===== config.mk =====
export PLATFORM = sky130hd
export DESIGN_NAME = irrigation_pump_controller_flat
export DESIGN_NICKNAME = d
export VERILOG_FILES = /design/src/design/ipc_pkg.sv /design/src/design/ipc_if.sv /design/src/design/irrigation_pump_controller.sv /design/src/flat_wrapper.sv
export VERILOG_INCLUDE_DIRS = /design/src /design/src/design
export SDC_FILE = /design/constraint.sdc
export NUM_CORES = 1
export LEC_CHECK = 0
export ABC_AREA = 1
export BUFFER_PORTS_ARGS = -buffer_cell sky130_fd_sc_hd__buf_2
export CAP_MARGIN = 20
export CORE_AREA = 2 2 225 227
export DETAILED_ROUTE_END_ITERATION = 8
export DIE_AREA = 0 0 227 229
export PLACE_DENSITY = 0.75
export SYNTH_ARGS = -nofsm -noshare
export SYNTH_HDL_FRONTEND = slang
export SYNTH_SLANG_ARGS = --single-unit

===== constraint.sdc =====
create_clock -name clock -period 22.9 [get_ports clock]
set_clock_uncertainty 0.2 [all_clocks]
set_input_delay 1.145 -clock clock [delete_from_list [all_inputs] [get_ports clock]]
set_output_delay 1.145 -clock clock [all_outputs]
set_load 0.02 [all_outputs]

===== src/design/assert_macros.svh =====
// ----------------------------------------------------------------------------
// assertion macros
// shorthand for the concurrent checks used in the rtl
// ----------------------------------------------------------------------------
`ifndef ASSERT_MACROS_SVH
`define ASSERT_MACROS_SVH

// same-cycle implication
`define ASSERT_IMPLY(label, clk, rst, cond, prop) \
   label: assert property (@(posedge clk) disable iff (rst) (cond) |-> (prop)) \
      else $error("implication check failed");

// next-cycle implication
`define ASSERT_NEXT(label, clk, rst, cond, prop) \
   label: assert property (@(posedge clk) disable iff (rst) (cond) |=> (prop)) \
      else $error("next-cycle check failed");

`endif


===== src/design/ipc_pkg.sv =====
// ----------------------------------------------------------------------------
// ipc_pkg
// types, field widths and the warm-range duty table of the pump controller
// ----------------------------------------------------------------------------
`default_nettype none

package ipc_pkg;

   localparam int SAMPLE_W   = 10;
   localparam int ECHO_W     = 20;
   localparam int DIST_W     = 15;
   localparam int PERCENT_W  = 7;
   localparam int LIGHT_W    = 8;
   localparam int DUTY_W     = 8;
   localparam int CSR_IDX_W  = 3;
   localparam int CSR_DATA_W = 15;

   // floor(echo*17/1000) as one reciprocal multiply, exact for 20-bit echo
   localparam int DIST_X_W          = ECHO_W + 5;
   localparam int DIST_SHIFT        = DIST_X_W + 10;
   localparam longint unsigned DIST_RECIP =
      17 * (((64'd1 << DIST_SHIFT) + 64'd999) / 64'd1000);
   localparam int DIST_RECIP_W      = DIST_X_W + 6;
   localparam int DIST_PROD_W       = ECHO_W + DIST_RECIP_W;

   localparam int MOIST_SCALE = 116;
   localparam int LIGHT_SCALE = 111;
   localparam int LIGHT_OFFSET = 5;
   localparam int TEMP_SCALE  = 500;
   localparam int WARM_BASE   = 60;

   typedef enum logic [CSR_IDX_W-1:0] {
      REG_DRY_SOIL    = 3'd0,
      REG_LOW_WATER   = 3'd1,
      REG_REFILL_STOP = 3'd2,
      REG_DIM_LIGHT   = 3'd3,
      REG_COLD_DUTY   = 3'd4
   } csr_index_type;

   typedef enum logic [1:0] {
      BUZ_OFF = 2'd0,
      BUZ_DRY = 2'd1,
      BUZ_LOW = 2'd2
   } buzzer_type;

   typedef struct packed {
      logic [DUTY_W-1:0]           pump_duty;
      logic                        green_on;
      logic                        yellow_on;
      logic                        red_on;
      buzzer_type                  buzzer_mode;
      logic                        refill_on;
      logic [PERCENT_W-1:0]        moisture_percent;
      logic signed [LIGHT_W-1:0]   light_percent;
      logic [DIST_W-1:0]           distance_cm;
      logic                        low_water;
   } result_type;

   // 128 + floor(step*127/20) for step 0..20 degrees above ten
   function automatic logic [DUTY_W-1:0] warm_duty(input logic [4:0] step);
      logic [DUTY_W-1:0] d;
      case (step)
         5'd0:    d = 8'd128;
         5'd1:    d = 8'd134;
         5'd2:    d = 8'd140;
         5'd3:    d = 8'd147;
         5'd4:    d = 8'd153;
         5'd5:    d = 8'd159;
         5'd6:    d = 8'd166;
         5'd7:    d = 8'd172;
         5'd8:    d = 8'd178;
         5'd9:    d = 8'd185;
         5'd10:   d = 8'd191;
         5'd11:   d = 8'd197;
         5'd12:   d = 8'd204;
         5'd13:   d = 8'd210;
         5'd14:   d = 8'd216;
         5'd15:   d = 8'd223;
         5'd16:   d = 8'd229;
         5'd17:   d = 8'd235;
         5'd18:   d = 8'd242;
         5'd19:   d = 8'd248;
         default: d = 8'd255;
      endcase
      return d;
   endfunction

endpackage

`default_nettype wire


===== src/design/ipc_if.sv =====
// ----------------------------------------------------------------------------
// ipc channel interfaces
// sample-set request channel and result channel, valid/ready handshake
// ----------------------------------------------------------------------------
`default_nettype none

interface ipc_req_if import ipc_pkg::*; ();
   logic                valid;
   logic                ready;
   logic [SAMPLE_W-1:0] soil_raw;
   logic [SAMPLE_W-1:0] temp_raw;
   logic [ECHO_W-1:0]   echo_us;
   logic [SAMPLE_W-1:0] light_raw;

   modport source (output valid, soil_raw, temp_raw, echo_us, light_raw, input ready);
   modport sink   (input valid, soil_raw, temp_raw, echo_us, light_raw, output ready);
endinterface

interface ipc_rsp_if import ipc_pkg::*; ();
   logic                      valid;
   logic                      ready;
   logic [DUTY_W-1:0]         pump_duty;
   logic                      green_on;
   logic                      yellow_on;
   logic                      red_on;
   logic [1:0]                buzzer_mode;
   logic                      refill_on;
   logic [PERCENT_W-1:0]      moisture_percent;
   logic signed [LIGHT_W-1:0] light_percent;
   logic [DIST_W-1:0]         distance_cm;
   logic                      low_water;

   modport source (output valid, pump_duty, green_on, yellow_on, red_on, buzzer_mode,
                   refill_on, moisture_percent, light_percent, distance_cm, low_water,
                   input ready);
   modport sink   (input valid, pump_duty, green_on, yellow_on, red_on, buzzer_mode,
                   refill_on, moisture_percent, light_percent, distance_cm, low_water,
                   output ready);
endinterface

`default_nettype wire


===== src/design/irrigation_pump_controller.sv =====
// ----------------------------------------------------------------------------
// irrigation_pump_controller
// scales one sensor sample set per beat and drives pump duty, indicators,
// buzzer mode and the refill pump with hysteresis
// ----------------------------------------------------------------------------
// One result beat per request beat, in order. A request is registered in the
// input stage, worked through constant-reciprocal multiplies and compares,
// and the result is registered in the result stage; a new sample set is taken
// every cycle and throughput is one beat per clock, limited only by the result
// register draining. The refill pump state advances once per item as it moves
// into the result register. Threshold registers reset to 40 % dry, 200 cm low
// water, 30 cm refill stop, 30 % dim light and a cold duty of 55, and should
// be written only while no item is in flight.
`default_nettype none
`include "assert_macros.svh"

module irrigation_pump_controller import ipc_pkg::*; #(
   parameter int ADC_BITS = 10
) (
   input  wire logic                  clock,
   input  wire logic                  reset,
   ipc_req_if.sink                    req_ch,
   ipc_rsp_if.source                  rsp_ch,
   input  wire logic                  csr_we,
   input  wire logic [CSR_IDX_W-1:0]  csr_index,
   input  wire logic [CSR_DATA_W-1:0] csr_wdata
);

   localparam longint unsigned ADC_MAX = (64'd1 << ADC_BITS) - 64'd1;

   // percent scaling: x < 2^PCT_X_W, exact reciprocal of the full scale
   localparam int PCT_X_W   = ADC_BITS + 7;
   localparam int PCT_SHIFT = PCT_X_W + ADC_BITS;
   localparam longint unsigned PCT_RECIP =
      ((64'd1 << PCT_SHIFT) + ADC_MAX - 64'd1) / ADC_MAX;
   localparam int PCT_PROD_W = 2 * PCT_X_W + 1;

   // temperature: floor(raw*500/full scale) folded into one constant
   localparam int TEMP_X_W   = ADC_BITS + 9;
   localparam int TEMP_SHIFT = TEMP_X_W + ADC_BITS;
   localparam longint unsigned TEMP_RECIP =
      TEMP_SCALE * (((64'd1 << TEMP_SHIFT) + ADC_MAX - 64'd1) / ADC_MAX);
   localparam int TEMP_RECIP_W = TEMP_X_W + 10;
   localparam int TEMP_PROD_W  = ADC_BITS + TEMP_RECIP_W;

   // raw*500 <= 60*fs (resp. 80*fs) reduced to a compare on the raw sample
   localparam logic [ADC_BITS-1:0] COLD_LIMIT =
      ADC_BITS'((60 * ADC_MAX) / TEMP_SCALE);
   localparam logic [ADC_BITS-1:0] WARM_LIMIT =
      ADC_BITS'((80 * ADC_MAX) / TEMP_SCALE);

   // configuration
   logic [PERCENT_W-1:0]      dry_soil_ff;
   logic [DIST_W-1:0]         low_water_ff;
   logic [DIST_W-1:0]         refill_stop_ff;
   logic signed [LIGHT_W-1:0] dim_light_ff;
   logic [DUTY_W-1:0]         cold_duty_ff;

   // input stage
   logic                s1_valid_ff, s1_valid_in;
   logic [SAMPLE_W-1:0] soil_ff, temp_ff, light_ff;
   logic [ECHO_W-1:0]   echo_ff;

   // result stage
   logic       s2_valid_ff, s2_valid_in;
   result_type result_ff, result_in;
   logic       refill_ff, refill_in;

   logic req_take, advance;

   // datapath
   logic [ADC_BITS-1:0]       soil_s, temp_s, light_s;
   logic [PCT_X_W-1:0]        moist_x, light_x;
   logic [PCT_PROD_W-1:0]     moist_p, light_p;
   logic [PERCENT_W-1:0]      moist_q, light_q, moist;
   logic signed [LIGHT_W-1:0] light_pct;
   logic [TEMP_PROD_W-1:0]    temp_p;
   logic [8:0]                temp_q;
   logic [4:0]                warm_step;
   logic [DIST_PROD_W-1:0]    dist_p;
   logic [DIST_W-1:0]         dist_cm;
   logic                      low, dry, cold, hot;
   logic [DUTY_W-1:0]         base_duty, duty;

   assign advance       = s1_valid_ff && (!s2_valid_ff || rsp_ch.ready);
   assign req_ch.ready  = !s1_valid_ff || advance;
   assign req_take      = req_ch.valid && req_ch.ready;
   assign s1_valid_in   = req_take ? 1'b1 : (advance ? 1'b0 : s1_valid_ff);
   assign s2_valid_in   = advance ? 1'b1 : (rsp_ch.ready ? 1'b0 : s2_valid_ff);

   always_ff @(posedge clock) begin
      if (reset) begin
         dry_soil_ff    <= 7'd40;
         low_water_ff   <= 15'd200;
         refill_stop_ff <= 15'd30;
         dim_light_ff   <= 8'sd30;
         cold_duty_ff   <= 8'd55;
      end else if (csr_we) begin
         case (csr_index)
            REG_DRY_SOIL:    dry_soil_ff    <= csr_wdata[PERCENT_W-1:0];
            REG_LOW_WATER:   low_water_ff   <= csr_wdata[DIST_W-1:0];
            REG_REFILL_STOP: refill_stop_ff <= csr_wdata[DIST_W-1:0];
            REG_DIM_LIGHT:   dim_light_ff   <= $signed(csr_wdata[LIGHT_W-1:0]);
            REG_COLD_DUTY:   cold_duty_ff   <= csr_wdata[DUTY_W-1:0];
            default: ;
         endcase
      end
   end

   always_ff @(posedge clock) begin
      if (reset) begin
         s1_valid_ff <= 1'b0;
         s2_valid_ff <= 1'b0;
         refill_ff   <= 1'b0;
      end else begin
         s1_valid_ff <= s1_valid_in;
         s2_valid_ff <= s2_valid_in;
         if (advance) begin
            refill_ff <= refill_in;
         end
      end
   end

   always_ff @(posedge clock) begin
      if (req_take) begin
         soil_ff  <= req_ch.soil_raw;
         temp_ff  <= req_ch.temp_raw;
         echo_ff  <= req_ch.echo_us;
         light_ff <= req_ch.light_raw;
      end
      if (advance) begin
         result_ff <= result_in;
      end
   end

   always_comb begin
      soil_s  = ADC_BITS'(soil_ff);
      temp_s  = ADC_BITS'(temp_ff);
      light_s = ADC_BITS'(light_ff);

      moist_x = PCT_X_W'(ADC_BITS'(ADC_MAX) - soil_s) * PCT_X_W'(MOIST_SCALE);
      moist_p = PCT_PROD_W'(moist_x) * PCT_PROD_W'(PCT_RECIP);
      moist_q = moist_p[PCT_SHIFT +: PERCENT_W];
      moist   = PERCENT_W'(MOIST_SCALE) - moist_q;

      light_x   = PCT_X_W'(light_s) * PCT_X_W'(LIGHT_SCALE);
      light_p   = PCT_PROD_W'(light_x) * PCT_PROD_W'(PCT_RECIP);
      light_q   = light_p[PCT_SHIFT +: PERCENT_W];
      light_pct = $signed({1'b0, light_q}) - LIGHT_W'(LIGHT_OFFSET);

      dist_p  = DIST_PROD_W'(echo_ff) * DIST_PROD_W'(DIST_RECIP);
      dist_cm = dist_p[DIST_SHIFT +: DIST_W];

      temp_p    = TEMP_PROD_W'(temp_s) * TEMP_PROD_W'(TEMP_RECIP);
      temp_q    = temp_p[TEMP_SHIFT +: 9];
      warm_step = 5'(temp_q - 9'(WARM_BASE));
      cold      = temp_s <= COLD_LIMIT;
      hot       = !(temp_s <= WARM_LIMIT);

      if (cold) begin
         base_duty = cold_duty_ff;
      end else if (hot) begin
         base_duty = 8'd255;
      end else begin
         base_duty = warm_duty(warm_step);
      end
      duty = (light_pct < dim_light_ff) ? (base_duty >> 1) : base_duty;

      low = dist_cm > low_water_ff;
      dry = moist < dry_soil_ff;

      // on test wins when the thresholds cross
      if (low) begin
         refill_in = 1'b1;
      end else if (dist_cm < refill_stop_ff) begin
         refill_in = 1'b0;
      end else begin
         refill_in = refill_ff;
      end

      result_in                  = '0;
      result_in.refill_on        = refill_in;
      result_in.moisture_percent = moist;
      result_in.light_percent    = light_pct;
      result_in.distance_cm      = dist_cm;
      result_in.low_water        = low;
      result_in.buzzer_mode      = BUZ_OFF;
      if (dry && !low) begin
         result_in.pump_duty   = duty;
         result_in.red_on      = 1'b1;
         result_in.buzzer_mode = BUZ_DRY;
      end else if (low) begin
         result_in.yellow_on   = 1'b1;
         result_in.buzzer_mode = BUZ_LOW;
         result_in.red_on      = dry;
         result_in.green_on    = !dry;
      end else begin
         result_in.green_on    = 1'b1;
      end
   end

   assign rsp_ch.valid            = s2_valid_ff;
   assign rsp_ch.pump_duty        = result_ff.pump_duty;
   assign rsp_ch.green_on         = result_ff.green_on;
   assign rsp_ch.yellow_on        = result_ff.yellow_on;
   assign rsp_ch.red_on           = result_ff.red_on;
   assign rsp_ch.buzzer_mode      = result_ff.buzzer_mode;
   assign rsp_ch.refill_on        = result_ff.refill_on;
   assign rsp_ch.moisture_percent = result_ff.moisture_percent;
   assign rsp_ch.light_percent    = result_ff.light_percent;
   assign rsp_ch.distance_cm      = result_ff.distance_cm;
   assign rsp_ch.low_water        = result_ff.low_water;

   // a low tank always forces the refill pump on and lights yellow
   `ASSERT_IMPLY(a_low_refill, clock, reset, s2_valid_ff && result_ff.low_water,
                 result_ff.refill_on && result_ff.yellow_on)
   // nonzero duty only while irrigating
   `ASSERT_IMPLY(a_duty_irrigating, clock, reset,
                 s2_valid_ff && (result_ff.pump_duty != '0),
                 result_ff.red_on && !result_ff.green_on && !result_ff.low_water
                 && (result_ff.buzzer_mode == BUZ_DRY))
   // hysteresis state moves only with an item
   `ASSERT_NEXT(a_refill_hold, clock, reset, !advance, $stable(refill_ff))

endmodule

`default_nettype wire


===== src/flat_wrapper.sv =====
// flat-port wrapper written by rule: the top's interface ports become plain ports
module irrigation_pump_controller_flat import ipc_pkg::*;
#(
   parameter int ADC_BITS = 10
)
  (clock, reset, csr_we, csr_index, csr_wdata, req_ch_valid, req_ch_soil_raw, req_ch_temp_raw, req_ch_echo_us, req_ch_light_raw, req_ch_ready, rsp_ch_valid, rsp_ch_pump_duty, rsp_ch_green_on, rsp_ch_yellow_on, rsp_ch_red_on, rsp_ch_buzzer_mode, rsp_ch_refill_on, rsp_ch_moisture_percent, rsp_ch_light_percent, rsp_ch_distance_cm, rsp_ch_low_water, rsp_ch_ready);
  ipc_req_if req_ch_i ();
  ipc_rsp_if rsp_ch_i ();
  input  wire logic clock;
  input  wire logic reset;
  input  wire logic csr_we;
  input  wire logic [CSR_IDX_W-1:0] csr_index;
  input  wire logic [CSR_DATA_W-1:0] csr_wdata;
  input wire logic [$bits(req_ch_i.valid)-1:0] req_ch_valid;
  input wire logic [$bits(req_ch_i.soil_raw)-1:0] req_ch_soil_raw;
  input wire logic [$bits(req_ch_i.temp_raw)-1:0] req_ch_temp_raw;
  input wire logic [$bits(req_ch_i.echo_us)-1:0] req_ch_echo_us;
  input wire logic [$bits(req_ch_i.light_raw)-1:0] req_ch_light_raw;
  output wire logic [$bits(req_ch_i.ready)-1:0] req_ch_ready;
  output wire logic [$bits(rsp_ch_i.valid)-1:0] rsp_ch_valid;
  output wire logic [$bits(rsp_ch_i.pump_duty)-1:0] rsp_ch_pump_duty;
  output wire logic [$bits(rsp_ch_i.green_on)-1:0] rsp_ch_green_on;
  output wire logic [$bits(rsp_ch_i.yellow_on)-1:0] rsp_ch_yellow_on;
  output wire logic [$bits(rsp_ch_i.red_on)-1:0] rsp_ch_red_on;
  output wire logic [$bits(rsp_ch_i.buzzer_mode)-1:0] rsp_ch_buzzer_mode;
  output wire logic [$bits(rsp_ch_i.refill_on)-1:0] rsp_ch_refill_on;
  output wire logic [$bits(rsp_ch_i.moisture_percent)-1:0] rsp_ch_moisture_percent;
  output wire logic [$bits(rsp_ch_i.light_percent)-1:0] rsp_ch_light_percent;
  output wire logic [$bits(rsp_ch_i.distance_cm)-1:0] rsp_ch_distance_cm;
  output wire logic [$bits(rsp_ch_i.low_water)-1:0] rsp_ch_low_water;
  input wire logic [$bits(rsp_ch_i.ready)-1:0] rsp_ch_ready;
  assign req_ch_i.valid = req_ch_valid;
  assign req_ch_i.soil_raw = req_ch_soil_raw;
  assign req_ch_i.temp_raw = req_ch_temp_raw;
  assign req_ch_i.echo_us = req_ch_echo_us;
  assign req_ch_i.light_raw = req_ch_light_raw;
  assign req_ch_ready = req_ch_i.ready;
  assign rsp_ch_valid = rsp_ch_i.valid;
  assign rsp_ch_pump_duty = rsp_ch_i.pump_duty;
  assign rsp_ch_green_on = rsp_ch_i.green_on;
  assign rsp_ch_yellow_on = rsp_ch_i.yellow_on;
  assign rsp_ch_red_on = rsp_ch_i.red_on;
  assign rsp_ch_buzzer_mode = rsp_ch_i.buzzer_mode;
  assign rsp_ch_refill_on = rsp_ch_i.refill_on;
  assign rsp_ch_moisture_percent = rsp_ch_i.moisture_percent;
  assign rsp_ch_light_percent = rsp_ch_i.light_percent;
  assign rsp_ch_distance_cm = rsp_ch_i.distance_cm;
  assign rsp_ch_low_water = rsp_ch_i.low_water;
  assign rsp_ch_i.ready = rsp_ch_ready;
  irrigation_pump_controller #(.ADC_BITS(ADC_BITS)) u_core (.clock(clock), .reset(reset), .req_ch(req_ch_i), .rsp_ch(rsp_ch_i), .csr_we(csr_we), .csr_index(csr_index), .csr_wdata(csr_wdata));
endmodule

## Word level (Yosys, flattened, before mapping)

Memories as Yosys holds them, arrays and structs flattened.
Cells that the tools add are included.

| storage, ports and cells | value |
|---|---|
| register bits | 151 |
| memory bits (read-only) | 224 |
| input bits | 73 |
| output and inout bits | 47 |
| logic and storage cells | 74 |
| memories kept | 1 |

Memories:

| memory | depth | bits a word | read ports | clocked after memory_dff | write ports | line | text |
|---|---|---|---|---|---|---|---|
| (name not given) | 32 | 7 | 1 | 0 | 0 | ipc_pkg.sv:62 | `case (step)` |

| operators by class | value |
|---|---|
| add/sub/neg operators | 4 |
| $mul | 6 |
| $lt $le $gt $ge | 6 |
| equality and inequality tests | 4 |
| muxes and demuxes | 11 |
| bitwise logic cells | 1 |
| reductions and logical operators | 18 |

Operator list:

| cell | count |
|---|---|
| multiplier 20 x 30 -> 50 bit (second input constant) | 1 |
| multiplier 17 x 18 -> 34 bit (second input constant) | 1 |
| multiplier 10 x 26 -> 32 bit (second input constant) | 1 |
| multiplier 15 x 18 -> 32 bit (second input constant) | 1 |
| multiplier 10 x 7 -> 17 bit (second input constant) | 1 |
| multiplier 17 x 5 -> 15 bit (second input constant) | 1 |
| two-way mux 8 bit | 2 |
| greater-than comparator 15 bit | 1 |
| less-than comparator 15 bit | 1 |
| subtractor 10 x 10 -> 11 bit (first input constant) | 1 |
| <= comparator 10 x 7 -> 1 bit (second input constant) | 1 |
| <= comparator 10 x 8 -> 1 bit (second input constant) | 1 |
| AND reduction 2 bit | 5 |
| less-than comparator 8 bit | 1 |
| subtractor 7 x 3 -> 8 bit (second input constant) | 1 |
| less-than comparator 7 bit | 1 |
| two-way mux 1 bit | 7 |
| two-way mux 7 bit | 1 |
| subtractor 7 bit (first input constant) | 1 |
| equality test 3 x 2 -> 1 bit (second input constant) | 2 |
| subtractor 5 bit (second input constant) | 1 |
| zero test 1 bit | 4 |
| two-way mux 4 bit | 1 |
| nonzero test 2 bit | 2 |
| 7 further kinds | 10 |

## Logic depth before layout (Yosys ltp)

| depth | value |
|---|---|
| depth after elaboration | 8 |
| mapped depth | 49 |
| mapped depth without buffers | 49 |

## Worst setup path after synthesis

No wires, ideal clock.

| path | value |
|---|---|
| path type | register to register |
| start | reg u_core.light_ff[4] |
| end | reg u_core.result_ff, in the netlist u_core.rsp_ch.pump_duty[0] (data pin) |
| library setup time | 253 ps |
| arrival time | 7876 ps |
| data required time | 22447 ps |
| slack | 14571 ps |
| cell stages (with the launch flop) | 46 |
| buffers on the path | 0 |
| period minus slack after synthesis | 8329 ps |
| path through | edfxtp_1 -> fa_1 -> inv_1 -> fa_1 -> inv_1 -> fa_1 -> inv_1 -> fa_1 -> inv_1 -> ha_1 -> inv_1 -> nor3_1 -> nand2_1 -> nand2_1 -> a21boi_2 -> nand3b_4 -> o21ai_2 -> xor2_2 -> [10 not listed] -> nand2_1 -> a21oi_1 -> nand2_1 -> nand2_4 -> xnor2_1 -> ha_1 -> or2_1 -> nand3_1 -> xor2_1 -> ha_1 -> nand2_1 -> inv_1 -> a221oi_1 -> nand2_1 -> nand2_1 -> nand2_1 -> nor2_1 -> nor2_1 |

| on the way | value |
|---|---|
| word-level cells in the longest chain between the ends | 5 |

Ends and longest elaborated chain:

| item | line | text |
|---|---|---|
| from (decl) | irrigation_pump_controller.sv:61 | `logic [SAMPLE_W-1:0] soil_ff, temp_ff, light_ff;` |
| from (signal assigned) | irrigation_pump_controller.sv:129 | `light_ff <= req_ch.light_raw;` |
| multiplier 10 x 7 -> 17 bit | irrigation_pump_controller.sv:146 | `light_x = PCT_X_W'(light_s) * PCT_X_W'(LIGHT_SCALE);` |
| multiplier 17 x 18 -> 34 bit | irrigation_pump_controller.sv:147 | `light_p = PCT_PROD_W'(light_x) * PCT_PROD_W'(PCT_RECIP);` |
| subtractor 7 x 3 -> 8 bit | irrigation_pump_controller.sv:149 | `light_pct = $signed({1'b0, light_q}) - LIGHT_W'(LIGHT_OFFSET);` |
| net u_core.light_pct[6] | irrigation_pump_controller.sv:76 | `logic signed [LIGHT_W-1:0] light_pct;` |
| less-than comparator 8 bit | irrigation_pump_controller.sv:167 | `duty = (light_pct < dim_light_ff) ? (base_duty >> 1) : base_duty;` |
| two-way mux 7 bit | irrigation_pump_controller.sv:167 |  |
| to (signal assigned) | irrigation_pump_controller.sv:132 | `result_ff <= result_in;` |
| to (decl) | irrigation_pump_controller.sv:66 | `result_type result_ff, result_in;` |

The timed path passes the listed nets, and every way through them passes these cells.
A chain may end at the register's enable or synchronous reset.

## Final worst setup path

| path | value |
|---|---|
| start | reg u_core.light_ff[4] |
| end | reg u_core.result_ff, in the netlist u_core.rsp_ch.pump_duty[6] (data pin) |

Same word-level chain as after synthesis.

==> results.sh <==
export IMPL_ys_seq_area_frac=0.161
export IMPL_grt_max_degree=51
export IMPL_wl_um=60000
export IMPL_cts_tree="done"
export IMPL_initial_utilization=0.494
export IMPL_cts_root_buffer_cell="clkbuf_16"
export IMPL_clk_latency_ps=490
export IMPL_drcViolationCount=0
export IMPL_vias=18400
export IMPL_drv_slew=0
export IMPL_grt_pass1_wl_um=98500
export IMPL_status="finished, final reports clean"
export IMPL_synth_area_leaders="ha_1, fa_1, edfxtp_1"
export IMPL_cts_made_buffers=17
export IMPL_die_area_um2=52000
export IMPL_clock_path_buffers=2
export IMPL_core_area_um2=49700
export IMPL_worst_setup_path_end_kind="register"
export IMPL_antenna_found_initial=6
export IMPL_min_path_type="reg2reg"
export IMPL_clk_pin_slew_worst_paths_ps=70
export IMPL_postCtsHoldBufs=0
export IMPL_viasPerCell=5.26
export IMPL_grt_pass1_vias=19300
export IMPL_clock_fmax_mhz=109
export IMPL_layout_common_cells="inv_1, ha_1, nand2_1"
export IMPL_drive_gt1_frac=0.0702
export IMPL_dp_hpwl_um=51500
export IMPL_grt_usage=0.243
export IMPL_slowest_stage="fa_1"
export IMPL_cap_violations=0
export IMPL_wl_per_cell_um=17.2
export IMPL_grt_ovfl_total=0
export IMPL_synth_edf_count=94
export IMPL_critPathLaunch="u_core.light_ff[4]$_DFFE_PP_"
export IMPL_critPathTopFamily="adder cells"
export IMPL_synthFlopType="edfxtp_1"
export IMPL_die_h_um=229
export IMPL_synth_area_um2=24500
export IMPL_critical_path_max_stage_delay_ps=590
export IMPL_num_io_pins=120
export IMPL_cts_setup_buffers=0
export IMPL_min_period_ps=9170
export IMPL_async_flop_share=0
export IMPL_rsz0062_at_grt="no"
export IMPL_area_growth_pct=8.21
export IMPL_cts_resized=0
export IMPL_cts_sinks=150
export IMPL_cp_max_fo=6
export IMPL_placementRows=82
export IMPL_cp_num_buf_inv=8
export IMPL_final_period_utilization=0.400
export IMPL_syn_nets=3607
export IMPL_h_tree_depth=4
export IMPL_critPathLaunchType="register"
export IMPL_die_width_um=227
export IMPL_yosysTopAreaCell="ha_1"
export IMPL_drt_iter0_markers=1075
export IMPL_synth_area_per_cell_um2=9.15
export IMPL_hold_viol_final=0
export IMPL_cp_required_ps=22940
export IMPL_r2r_start="u_core.light_ff[4]$_DFFE_PP_"
export IMPL_whs_ps=262
export IMPL_postRouteAntennaNets=0
export IMPL_synth_top_area_frac=0.278
export IMPL_worstHoldStart="u_core.low_water_ff[8]$_SDFFE_PP0P_"
export IMPL_worstPathArrival_ps=9210
export IMPL_tns_ps=0
export IMPL_ys_warn_count=0
export IMPL_gp_congestion=0.973
export IMPL_path_class="reg2reg"
export IMPL_final_cells=3495
export IMPL_nets=3734
export IMPL_worst_pin_slew_ps=1010
export IMPL_port_buffers=119
export IMPL_slew_headroom=0.324
export IMPL_finalSetupViolations=0
export IMPL_placed_cells=3459
export IMPL_layout_commonest_cell="inv_1"
export IMPL_synthDistinctLibCells=61
export IMPL_fillers=4560
export IMPL_syn_inst=2681
export IMPL_dr_pass1_iters=6
export IMPL_ys_ff_latch=150
[through the flow]
| step | setup slack (ps) | util | instance area (um^2) |
|---|---|---|---|
| floorplan | 14570 | - | 24500 |
| global placement | 13970 | 0.522 | 25900 |
| detailed placement | 13780 | 0.522 | 25900 |
| CTS | 13770 | 0.534 | 26500 |
| global route | 12980 | 0.535 | 26600 |
| finish | 13730 | 0.535 | 26600 |
[worst register-to-register path: cells and delay by family (launching register included)]
kind,cells,cell delay (ps)
fa+ha+maj,12,4110
simple gates,16,1990
compound gates,6,1070
xor+xnor,3,590
flops,1,540
buf+inv,8,420
[state kept, by name (all words and copies together), names as in the netlist, 7 cells and up]
name,flops
u_core.cold_duty_ff,8
u_core.dim_light_ff,8
u_core.dry_soil_ff,7
u_core.echo_ff,20
u_core.light_ff,10
u_core.low_water_ff,15
u_core.refill_stop_ff,15
u_core.rsp_ch.distance_cm,15
u_core.rsp_ch.light_percent,8
u_core.rsp_ch.moisture_percent,7
u_core.rsp_ch.pump_duty,8
u_core.soil_ff,10
u_core.temp_ff,10
[cells in the mapped netlist, drive strengths merged, types with 7 or more instances]
library cell / instances
nand4: 24
xnor2: 19
o21a: 7
nor2: 144
edfxtp: 94
a21oi: 167
inv: 625
dfxtp: 56
nor3: 13
a31oi: 11
clkbuf: 12
fa: 307
ha: 546
o21bai: 7
xor2: 32
nand3: 85
o21ai: 88
o211ai: 16
a21o: 14
nand2: 368
[cell families (layout without fill, tap and decap cells)]
logic type | Yosys count | in the layout | share of synthesized area
flops | 150 | 150 | 0.161
fa+ha+maj | 853 | 853 | 0.529
compound gates | 335 | 335 | 0.0787
xor+xnor | 51 | 51 | 0.0202
simple gates | 651 | 651 | 0.113
other cells | 0 | 2 | 0
buf+inv | 641 | 781 | 0.0984
[cell type report]
| class | instances | area (um^2) | share of cell area |
|---|---|---|---|
| inverters | 626 | 2350 | 0.0885 |
| clock inverters | 14 | 139 | 0.00523 |
| clock buffers | 18 | 429 | 0.0162 |
| multi-input cells | 1890 | 18200 | 0.685 |
| diodes | 2 | 5.00 | 0.000188 |
| flip-flops and latches | 150 | 3940 | 0.148 |
| well taps | 672 | 841 | 0.0317 |
| repair buffers | 123 | 666 | 0.0251 |
[path summary, 6_finish.rpt]
| path | depth (start not counted) | endpoint | slack [ps] |
|---|---|---|---|
| worst max register to register | 45 | u_core.rsp_ch.pump_duty[6]$_SDFFCE_PN0P_ | 13730 |
| worst min register to register | 2 | u_core.low_water_ff[8]$_SDFFE_PP0P_ | 260 |
| worst max-delay path | 45 | u_core.rsp_ch.pump_duty[6]$_SDFFCE_PN0P_ | 13730 |
| worst min-delay path | 2 | u_core.low_water_ff[8]$_SDFFE_PP0P_ | 260 |
[routing by layer]
metal | vias to the layer above | share of wire | GRT usage | routed length, um
met5 | - | 0.00095 | 0 | 57
met4 | 8 | 0.024 | 0.0729 | 1430
met3 | 105 | 0.061 | 0.0494 | 3660
met2 | 467 | 0.46 | 0.391 | 27900
met1 | 8902 | 0.45 | 0.331 | 26900
li1 | 8895 | - | - | -
Power is not shown: default switching activity piles up to over one toggle a cycle in this logic, so the estimate is an artifact.
